## config.mk

```make
export PLATFORM = sky130hd
export DESIGN_NAME = order_crossover_tour_length
export DESIGN_NICKNAME = d
export VERILOG_FILES = /design/src/hw/rtl/ordct_pkg.sv /design/src/hw/rtl/ordct_isqrt.sv /design/src/hw/rtl/order_crossover_tour_length.sv
export VERILOG_INCLUDE_DIRS = /design/src /design/src/hw/rtl
export SDC_FILE = /design/constraint.sdc
export NUM_CORES = 2
export LEC_CHECK = 0
export BUFFER_PORTS_ARGS = -buffer_cell sky130_fd_sc_hd__clkbuf_2
export CAP_MARGIN = 15
export CORE_MARGIN = 2
export CORE_UTILIZATION = 64
export DETAILED_ROUTE_END_ITERATION = 8
export MAX_ROUTING_LAYER = met4
export PLACE_DENSITY_LB_ADDON = 0.1
export SETUP_SLACK_MARGIN = 0.02
export SLEW_MARGIN = 10
export SYNTH_ARGS = -nofsm -noshare
export SYNTH_HDL_FRONTEND = slang
export SYNTH_SLANG_ARGS = --single-unit
```

## constraint.sdc

```tcl
create_clock -name clk -period 37.1 [get_ports clk]
set_input_delay 1.855 -clock clk [delete_from_list [all_inputs] [get_ports clk]]
set_output_delay 1.855 -clock clk [all_outputs]
set_load 0.1 [all_outputs]
```

## src/hw/rtl/assert_macros.svh

```systemverilog
// ----------------------------------------------------------------------------
// assert_macros.svh
// clocked assertion macros, empty when synthesizing
// ----------------------------------------------------------------------------
`ifndef ASSERT_MACROS_SVH
`define ASSERT_MACROS_SVH
`ifndef SYNTHESIS
`define ASSERT_CLKD(label, prop, msg) \
	label: assert property (@(posedge clk) disable iff (!arst_n) prop) else $error(msg);
`define ASSERT_NEXT(label, pre, post, msg) \
	label: assert property (@(posedge clk) disable iff (!arst_n) (pre) |=> (post)) \
		else $error(msg);
`else
`define ASSERT_CLKD(label, prop, msg)
`define ASSERT_NEXT(label, pre, post, msg)
`endif
`endif

```

## src/hw/rtl/ordct_pkg.sv

```systemverilog
// ----------------------------------------------------------------------------
// ordct_pkg
// shared widths, constants and sequencer states of the order crossover block
// ----------------------------------------------------------------------------
package ordct_pkg;

	localparam int ID_W        = 10;
	localparam int ID_SPAN     = 1 << ID_W;
	localparam int LEN_W       = 24;
	localparam int OUT_TDATA_W = ((ID_W + LEN_W + 7) / 8) * 8;
	localparam int OUT_PAD_W   = OUT_TDATA_W - ID_W - LEN_W;
	// coordinates and lengths share these fraction bits, the root keeps them
	localparam int FRAC_BITS   = 4;

	localparam logic [LEN_W-1:0] LEN_MAX = {LEN_W{1'b1}};

	typedef enum logic [2:0] {
		ST_CLEAR,
		ST_IDLE,
		ST_READ,
		ST_SQUARE,
		ST_ROOT,
		ST_ACCUM,
		ST_FINISH
	} ordct_state_t;

endpackage

```

## src/hw/rtl/ordct_isqrt.sv

```systemverilog
// ----------------------------------------------------------------------------
// ordct_isqrt
// iterative integer square root, rounded down, one root bit per cycle
// ----------------------------------------------------------------------------
module ordct_isqrt #(
	parameter int RAD_W = 27
) (
	input  logic                     clk,
	input  logic                     arst_n,
	input  logic                     start,
	input  logic [RAD_W-1:0]         radicand,
	output logic                     busy,
	output logic                     done,
	output logic [(RAD_W+1)/2-1:0]   root
);

	localparam int ROOT_W = (RAD_W + 1) / 2;
	localparam int PAD_W  = 2 * ROOT_W;
	localparam int REM_W  = ROOT_W + 2;
	localparam int TRY_W  = REM_W + 2;
	localparam int CNT_W  = $clog2(ROOT_W + 1);

	logic              busy_q;
	logic              done_q;
	logic [CNT_W-1:0]  cnt_q;
	logic [PAD_W-1:0]  rad_q;
	logic [REM_W-1:0]  rem_q;
	logic [ROOT_W-1:0] root_q;

	logic [TRY_W-1:0]  trial;
	logic [TRY_W-1:0]  sub;
	logic [TRY_W-1:0]  diff;
	logic              ge;

	always_comb begin
		trial = {rem_q, rad_q[PAD_W-1 -: 2]};
		sub   = {2'b00, root_q, 2'b01};
		diff  = trial - sub;
		ge    = trial >= sub;
	end

	always_ff @(posedge clk or negedge arst_n) begin
		if (!arst_n) begin
			busy_q <= 1'b0;
			done_q <= 1'b0;
			cnt_q  <= '0;
		end else if (start) begin
			busy_q <= 1'b1;
			done_q <= 1'b0;
			cnt_q  <= CNT_W'(ROOT_W);
		end else if (busy_q) begin
			cnt_q <= cnt_q - CNT_W'(1);
			if (cnt_q == CNT_W'(1)) begin
				busy_q <= 1'b0;
				done_q <= 1'b1;
			end
		end else begin
			done_q <= 1'b0;
		end
	end

	always_ff @(posedge clk) begin
		if (start) begin
			rad_q  <= PAD_W'(radicand);
			rem_q  <= '0;
			root_q <= '0;
		end else if (busy_q) begin
			rad_q  <= {rad_q[PAD_W-3:0], 2'b00};
			rem_q  <= ge ? diff[REM_W-1:0] : trial[REM_W-1:0];
			root_q <= {root_q[ROOT_W-2:0], ge};
		end
	end

	assign busy = busy_q;
	assign done = done_q;
	assign root = root_q;

endmodule

```

## src/hw/rtl/order_crossover_tour_length.sv

```systemverilog
// ----------------------------------------------------------------------------
// order_crossover_tour_length
// Builds a child tour by one-point order crossover and sums its length.
// An item whose city is dropped or is the first kept city of a tour goes
// through accept, visited-map read and result; when a distance is added it
// also goes through the squaring, square root and accumulate states, and the
// square root unit produces one root bit per cycle. The result sits
// in an output register, so the next item is taken while it waits. After
// reset and after each item with tlast, a clearing pass writes the visited
// map one entry a cycle over min(MAX_CITIES, 1024) entries, during which no
// input is taken.
// ----------------------------------------------------------------------------
`include "assert_macros.svh"

module order_crossover_tour_length #(
	parameter int MAX_CITIES = 1024,
	parameter int COORD_BITS = 13,
	localparam int InTdataW  = ((ordct_pkg::ID_W + 2 * COORD_BITS + 7) / 8) * 8
) (
	input  logic                             clk,
	input  logic                             arst_n,
	input  logic                             s_tvalid,
	output logic                             s_tready,
	input  logic [InTdataW-1:0]              s_tdata,  // city_id, x_pos, y_pos
	input  logic                             s_tuser,  // from_first
	input  logic                             s_tlast,  // last_city
	output logic                             m_tvalid,
	input  logic                             m_tready,
	output logic [ordct_pkg::OUT_TDATA_W-1:0] m_tdata, // child_city, tour_length
	output logic                             m_tuser,  // kept
	output logic                             m_tlast   // tour_end
);

	import ordct_pkg::*;

	localparam int Depth  = (MAX_CITIES < ID_SPAN) ? MAX_CITIES : ID_SPAN;
	localparam int IdxW   = $clog2(Depth);
	localparam int RadW   = 2 * COORD_BITS + 1;
	localparam int RootW  = (RadW + 1) / 2;
	localparam int AccW   = ((LEN_W > RootW) ? LEN_W : RootW) + 1;

	ordct_state_t state_q, state_d;

	logic                  visit_mem_q [Depth];
	logic                  rd_bit_q;
	logic                  mem_we;
	logic                  mem_wdata;
	logic [IdxW-1:0]       mem_waddr;
	logic                  mem_re;
	logic [IdxW-1:0]       mem_raddr;

	logic [ID_W-1:0]       in_id;
	logic [COORD_BITS-1:0] in_x;
	logic [COORD_BITS-1:0] in_y;

	logic [ID_W-1:0]       id_q;
	logic [COORD_BITS-1:0] x_q;
	logic [COORD_BITS-1:0] y_q;
	logic                  first_q;
	logic                  last_q;
	logic                  keep_q;
	logic                  have_prev_q;
	logic [COORD_BITS-1:0] prev_x_q;
	logic [COORD_BITS-1:0] prev_y_q;
	logic [COORD_BITS-1:0] dx_q;
	logic [COORD_BITS-1:0] dy_q;
	logic [LEN_W-1:0]      len_q;
	logic [IdxW-1:0]       clr_addr_q;

	logic                  out_valid_q;
	logic                  out_kept_q;
	logic [ID_W-1:0]       out_city_q;
	logic [LEN_W-1:0]      out_len_q;
	logic                  out_end_q;

	logic                  accept;
	logic                  in_range;
	logic                  keep_now;
	logic                  clr_done;
	logic                  out_load;
	logic                  sqrt_start;
	logic                  sqrt_busy;
	logic                  sqrt_done;
	logic [RootW-1:0]      sqrt_root;
	logic [2*COORD_BITS-1:0] dx_sq;
	logic [2*COORD_BITS-1:0] dy_sq;
	logic [RadW-1:0]       radicand;
	logic [AccW-1:0]       acc_sum;
	logic [LEN_W-1:0]      len_next;

	assign in_id = s_tdata[ID_W-1:0];
	assign in_x  = s_tdata[ID_W +: COORD_BITS];
	assign in_y  = s_tdata[ID_W + COORD_BITS +: COORD_BITS];

	assign accept      = s_tvalid && s_tready;
	assign in_range    = 32'(id_q) < MAX_CITIES;
	assign keep_now    = in_range && (first_q || !rd_bit_q);
	assign clr_done    = clr_addr_q == IdxW'(Depth - 1);

	assign dx_sq    = dx_q * dx_q;
	assign dy_sq    = dy_q * dy_q;
	assign radicand = {1'b0, dx_sq} + {1'b0, dy_sq};

	assign acc_sum  = AccW'(len_q) + AccW'(sqrt_root);
	assign len_next = (acc_sum > AccW'(LEN_MAX)) ? LEN_MAX : acc_sum[LEN_W-1:0];

	ordct_isqrt #(
		.RAD_W (RadW)
	) u_isqrt (
		.clk      (clk),
		.arst_n   (arst_n),
		.start    (sqrt_start),
		.radicand (radicand),
		.busy     (sqrt_busy),
		.done     (sqrt_done),
		.root     (sqrt_root)
	);

	// visited map
	always_ff @(posedge clk) begin
		if (mem_we) begin
			visit_mem_q[mem_waddr] <= mem_wdata;
		end
	end

	always_ff @(posedge clk) begin
		if (mem_re) begin
			rd_bit_q <= visit_mem_q[mem_raddr];
		end
	end

	always_ff @(posedge clk or negedge arst_n) begin
		if (!arst_n) begin
			state_q <= ST_CLEAR;
		end else begin
			state_q <= state_d;
		end
	end

	always_comb begin
		state_d    = state_q;
		s_tready   = 1'b0;
		mem_we     = 1'b0;
		mem_wdata  = 1'b0;
		mem_waddr  = id_q[IdxW-1:0];
		mem_re     = 1'b0;
		mem_raddr  = in_id[IdxW-1:0];
		sqrt_start = 1'b0;
		out_load   = 1'b0;
		unique case (state_q)
			ST_CLEAR: begin
				mem_we    = 1'b1;
				mem_waddr = clr_addr_q;
				if (clr_done) begin
					state_d = ST_IDLE;
				end
			end
			ST_IDLE: begin
				s_tready = 1'b1;
				mem_re   = s_tvalid;
				if (s_tvalid) begin
					state_d = ST_READ;
				end
			end
			ST_READ: begin
				mem_we    = keep_now;
				mem_wdata = 1'b1;
				state_d   = (keep_now && have_prev_q) ? ST_SQUARE : ST_FINISH;
			end
			ST_SQUARE: begin
				sqrt_start = 1'b1;
				state_d    = ST_ROOT;
			end
			ST_ROOT: begin
				if (sqrt_done) begin
					state_d = ST_ACCUM;
				end
			end
			ST_ACCUM: begin
				state_d = ST_FINISH;
			end
			ST_FINISH: begin
				if (!out_valid_q || m_tready) begin
					out_load = 1'b1;
					state_d  = last_q ? ST_CLEAR : ST_IDLE;
				end
			end
			default: begin
				state_d = ST_CLEAR;
			end
		endcase
	end

	always_ff @(posedge clk or negedge arst_n) begin
		if (!arst_n) begin
			have_prev_q <= 1'b0;
			len_q       <= '0;
			clr_addr_q  <= '0;
			out_valid_q <= 1'b0;
		end else begin
			if (state_q == ST_CLEAR) begin
				clr_addr_q <= clr_done ? '0 : clr_addr_q + IdxW'(1);
			end
			if (state_q == ST_READ && keep_now) begin
				have_prev_q <= 1'b1;
			end
			if (state_q == ST_ACCUM) begin
				len_q <= len_next;
			end
			if (out_load && last_q) begin
				have_prev_q <= 1'b0;
				len_q       <= '0;
			end
			if (out_load) begin
				out_valid_q <= 1'b1;
			end else if (m_tready) begin
				out_valid_q <= 1'b0;
			end
		end
	end

	always_ff @(posedge clk) begin
		if (accept) begin
			id_q    <= in_id;
			x_q     <= in_x;
			y_q     <= in_y;
			first_q <= s_tuser;
			last_q  <= s_tlast;
		end
		if (state_q == ST_READ) begin
			keep_q <= keep_now;
			dx_q   <= (x_q >= prev_x_q) ? x_q - prev_x_q : prev_x_q - x_q;
			dy_q   <= (y_q >= prev_y_q) ? y_q - prev_y_q : prev_y_q - y_q;
			if (keep_now) begin
				prev_x_q <= x_q;
				prev_y_q <= y_q;
			end
		end
		if (out_load) begin
			out_kept_q <= keep_q;
			out_city_q <= keep_q ? id_q : '0;
			out_len_q  <= len_q;
			out_end_q  <= last_q;
		end
	end

	assign m_tvalid = out_valid_q;
	assign m_tdata  = {{OUT_PAD_W{1'b0}}, out_len_q, out_city_q};
	assign m_tuser  = out_kept_q;
	assign m_tlast  = out_end_q;

	`ASSERT_CLKD(a_root_start_idle, sqrt_start |-> !sqrt_busy, "root unit restarted while busy")
	`ASSERT_CLKD(a_root_done_wait, sqrt_done |-> (state_q == ST_ROOT), "root done outside wait")
	`ASSERT_NEXT(a_len_hold, !(state_q == ST_ACCUM || state_q == ST_FINISH), $stable(len_q), "length moved outside accumulate")
	`ASSERT_NEXT(a_len_grows, state_q == ST_ACCUM, len_q >= $past(len_q), "length decreased on accumulate")

endmodule

```

==> results.yml <==
floorplanning:
  top_level_ports: 90
  die-height_um: 326
  placementRows: 118
  initial_utilization_pct: 64.4
  die_x_um: 326
  core-area_mm2: 0.103
  dieArea_mm2: 0.106
clock_tree:
  clock_latency_ns: 0.76
  clock_path_buffers: 3
  cts_tree: "done"
  root_buffer: "clkbuf_16"
  htreeDepth: 4
  cts.sinks: 1255
  post-cts-setup-buffers: 0
  ctsHoldBuffers: 0
  cts_made_buffers: 133
  cts_resized: 0
  clk_pin_slew_ns: 0.06
sta:
  skew_ns: 0.0221
  finalHoldViolCount: 0
  fin_crit_sh_pct: 19.6
  hold_ws_ns: 0.455
  worst_slack_ns: 29.81
  fmax_mhz: 137
  tightest_slew_ns: 1.22
  layout_min_cycle_time_ns: 7.29
  tns_ns: 0
  slew_headroom_pct: 18.5
  final-max-slew-violation-count: 0
  finalSetupViolCount: 0
  rsz0062_at_grt: "false"
worst_setup_path:
  endpoint_kind: "flop"
  ff2ff_path_depth: 21
  critPathMaxStageDelay_ns: 0.71
  worst_r2r_endpoint: "u_isqrt.rad_q[22]$_DFFE_PP_"
  cp_cell_sequence: "and2_1 -> fa_1 -> fa_1 -> inv_1 -> fa_1 -> inv_1 -> fa_1 -> fa_1 -> fa_1 -> inv_1 -> fa_1 -> inv_1 -> ha_1 -> a211oi_1 -> inv_1 -> o311ai_1 -> o21bai_1 -> a31oi_1 -> o21bai_1 -> a211oi_1 -> o31ai_1"
  crit_type: "reg -> reg"
  critPathBufInv: 5
  cp_slowest_cell: "edfxtp_1"
  cp.required_ns: 37.57
  cp.arrival_ns: 7.75
  critPathMostFrequentCell: "fa_1"
  cpLargestDelayFamily: "adder cells"
  r2r_setup_slack_ns: 29.81
  crit_fanout: 12
  r2r_start: "dx_q[9]$_DFFE_PP_"
  critPathLaunchType: "flop"
layout:
  syn2layout_area_growth_pct: 8.14
  stdcell_area_mm2: 0.0719
  nets: 5640
  final_cell_mix: "edfxtp_1 (1179), nor2_1 (1132), inv_1 (460)"
  final_common_cell: "edfxtp_1"
  layout-drive-gt1-share_pct: 13.1
synth:
  ys_ff_latch: 1255
  postSynthAreaPerCell_um2: 12.8
  synth.area.top_cells: "edfxtp_1 (53%), mux4_2 (8.8%), fa_1 (7.5%), nor2_1 (6.4%), ha_1 (3.9%)"
  synthCells: 5203
  yosysUniqueCellTypes: 89
  synth_top_area_share_pct: 53.3
  synth_top_area_cell: "edfxtp_1"
  syn_area_mm2: 0.0665
  yosys_warnings: 0
  synth_edf_count: 1179
  synth_seq_area_share_pct: 55.9
  synth_ff_type: "edfxtp_1"
  async_flop_share_pct: 3.59
power_and_ir_drop:
  leakage_nw: 22.9
  ir_worst_vdd_uv: 46.6
  p_per_area_mw_per_mm2: 40.1
min_path:
  holdPathEnd: "u_isqrt.rem_q[14]$_SDFFE_PP0P_"
  hold_path.class: "reg -> reg"
  hold_depth: 2
  min_from: "u_isqrt.rem_q[14]$_SDFFE_PP0P_"
global_route:
  grtUsageTotal_pct: 31.8
  grt_max_degree: 262
  grt_pass1_vias: 41200
  grt_overflow_total: 0
  antenna_found_initial: 6
  grt_pass1_wl_um: 246000
route:
  firstDrtPassIters: 6
  drcViolationCount: 0
  wire_per_inst_um: 24.3
  vias: 41300
  drtIter0Drc: 4891
  wirelength_um: 161000
  vias_per_cell: 6.23
  ant_nets: 0
placed_design:
  dp_slack_ns: 29.88
  globalplace.congestion: 0.875
  hpwl_um: 95800
  dpl-instance-area_mm2: 0.0676
  portBuffers: 79
status:
  status: "completed"
job:
  maxCapViolations: 0
==> state kept, by name, summed over array words and instances, names as in the netlist, 3 cells and up <==
name,flops
visit_mem_q,1024
u_isqrt.rad_q,28
len_q,24
out_len_q,24
u_isqrt.rem_q,16
u_isqrt.root,14
dx_q,13
dy_q,13
prev_x_q,13
prev_y_q,13
x_q,13
y_q,13
clr_addr_q,10
id_q,10
out_city_q,10
u_isqrt.cnt_q,4
state_q,3
==> logic make-up after synthesis <==
logic type | share of synthesized area [%]
adders and majority gates | 11.4
other | 0.00564
and+or+nand+nor | 11.3
buffers and inverters | 5.24
DFF | 55.9
xor gates and xnor gates | 1.03
muxes | 10.5
AOI/OAI and AO/OA | 4.72
==> synthesized netlist by cell type (49+ instances only) <==
master and instances:
a21oi_1 115, nor2_1 1134, edfxtp_1 1179, inv_1 460
xnor2_1 49, and2_1 100, o21ai_0 88, mux2i_1 80
fa_1 249, mux4_2 260, nand3_1 53, ha_1 206
clkbuf_1 213, buf_2 69, nand2_1 265
==> routing by layer <==
metal / part of all wire [%] / up-vias / global-route usage, %
met5: 0 / - / -
met4: 4.3 / 0 / 13.1
met3: 9.2 / 389 / 4.80
met2: 49 / 1931 / 50.0
met1: 38 / 20900 / 42.1
li1: - / 18100 / -
==> worst register-to-register path: stages, from the launching register on <==
cell	delay [ns]
edfxtp_1	0.71
and2_1	0.29
fa_1	0.46
fa_1	0.54
inv_1	0.06
fa_1	0.53
inv_1	0.05
fa_1	0.48
fa_1	0.54
fa_1	0.50
inv_1	0.05
fa_1	0.50
inv_1	0.05
ha_1	0.34
a211oi_1	0.24
inv_1	0.08
o311ai_1	0.55
o21bai_1	0.23
a31oi_1	0.32
o21bai_1	0.10
a211oi_1	0.28
o31ai_1	0.12
==> through the flow <==
stage / power [mW] / util, % / cells
4_1_cts: 2.90 / 69.6 / 6627
5_1_grt: 2.95 / 69.6 / 6634
6_report: 2.88 / 69.6 / 6635
2_1_floorplan: 1.60 / - / 5208
3_3_place_gp: 1.61 / 65.5 / 6381
3_5_place_dp: 1.61 / 65.5 / 6381
==> area by class of cell <==
| class | instances | area [µm²] |
|---|---|---|
| clock buffer | 162 | 3500 |
| tap | 1380 | 1730 |
| clock inverter | 84 | 754 |
| inverter | 461 | 1730 |
| antenna | 5 | 12.5 |
| fill | 7204 | 31300 |
| multi-input combinational | 3138 | 26000 |
| sequential | 1255 | 37200 |
| timing repair buffer | 150 | 1010 |
==> report_power, final <==
part	switching, mW	internal, mW	leakage (nW)	total [mW]
Clock	0.565	0.735	2.08	1.30
Sequential	0.00000000000000000276	1.53	9.23	1.53
Combinational	0.0392	0.0202	11.6	0.0594
Total	0.604	2.28	22.9	2.88
==> how the worst max path moves through the flow <==
| stage | start | to | slack [ns] | cells past startpoint |
|---|---|---|---|---|
| after floorplan | state_q[0]$_DFFE_PN0P_ | visit_mem_q[0]$_DFFE_PP_ | 6.71 | 2 |
| after global placement | dx_q[7]$_DFFE_PP_ | u_isqrt.rad_q[22]$_DFFE_PP_ | 29.91 | 21 |
| after detailed placement | dx_q[7]$_DFFE_PP_ | u_isqrt.rad_q[22]$_DFFE_PP_ | 29.88 | 21 |
| after CTS | dx_q[7]$_DFFE_PP_ | u_isqrt.rad_q[22]$_DFFE_PP_ | 29.84 | 21 |
| after global routing | dx_q[8]$_DFFE_PP_ | u_isqrt.rad_q[22]$_DFFE_PP_ | 29.51 | 21 |
| final | dx_q[9]$_DFFE_PP_ | u_isqrt.rad_q[22]$_DFFE_PP_ | 29.81 | 21 |
Power figures use the tool's default switching activity.
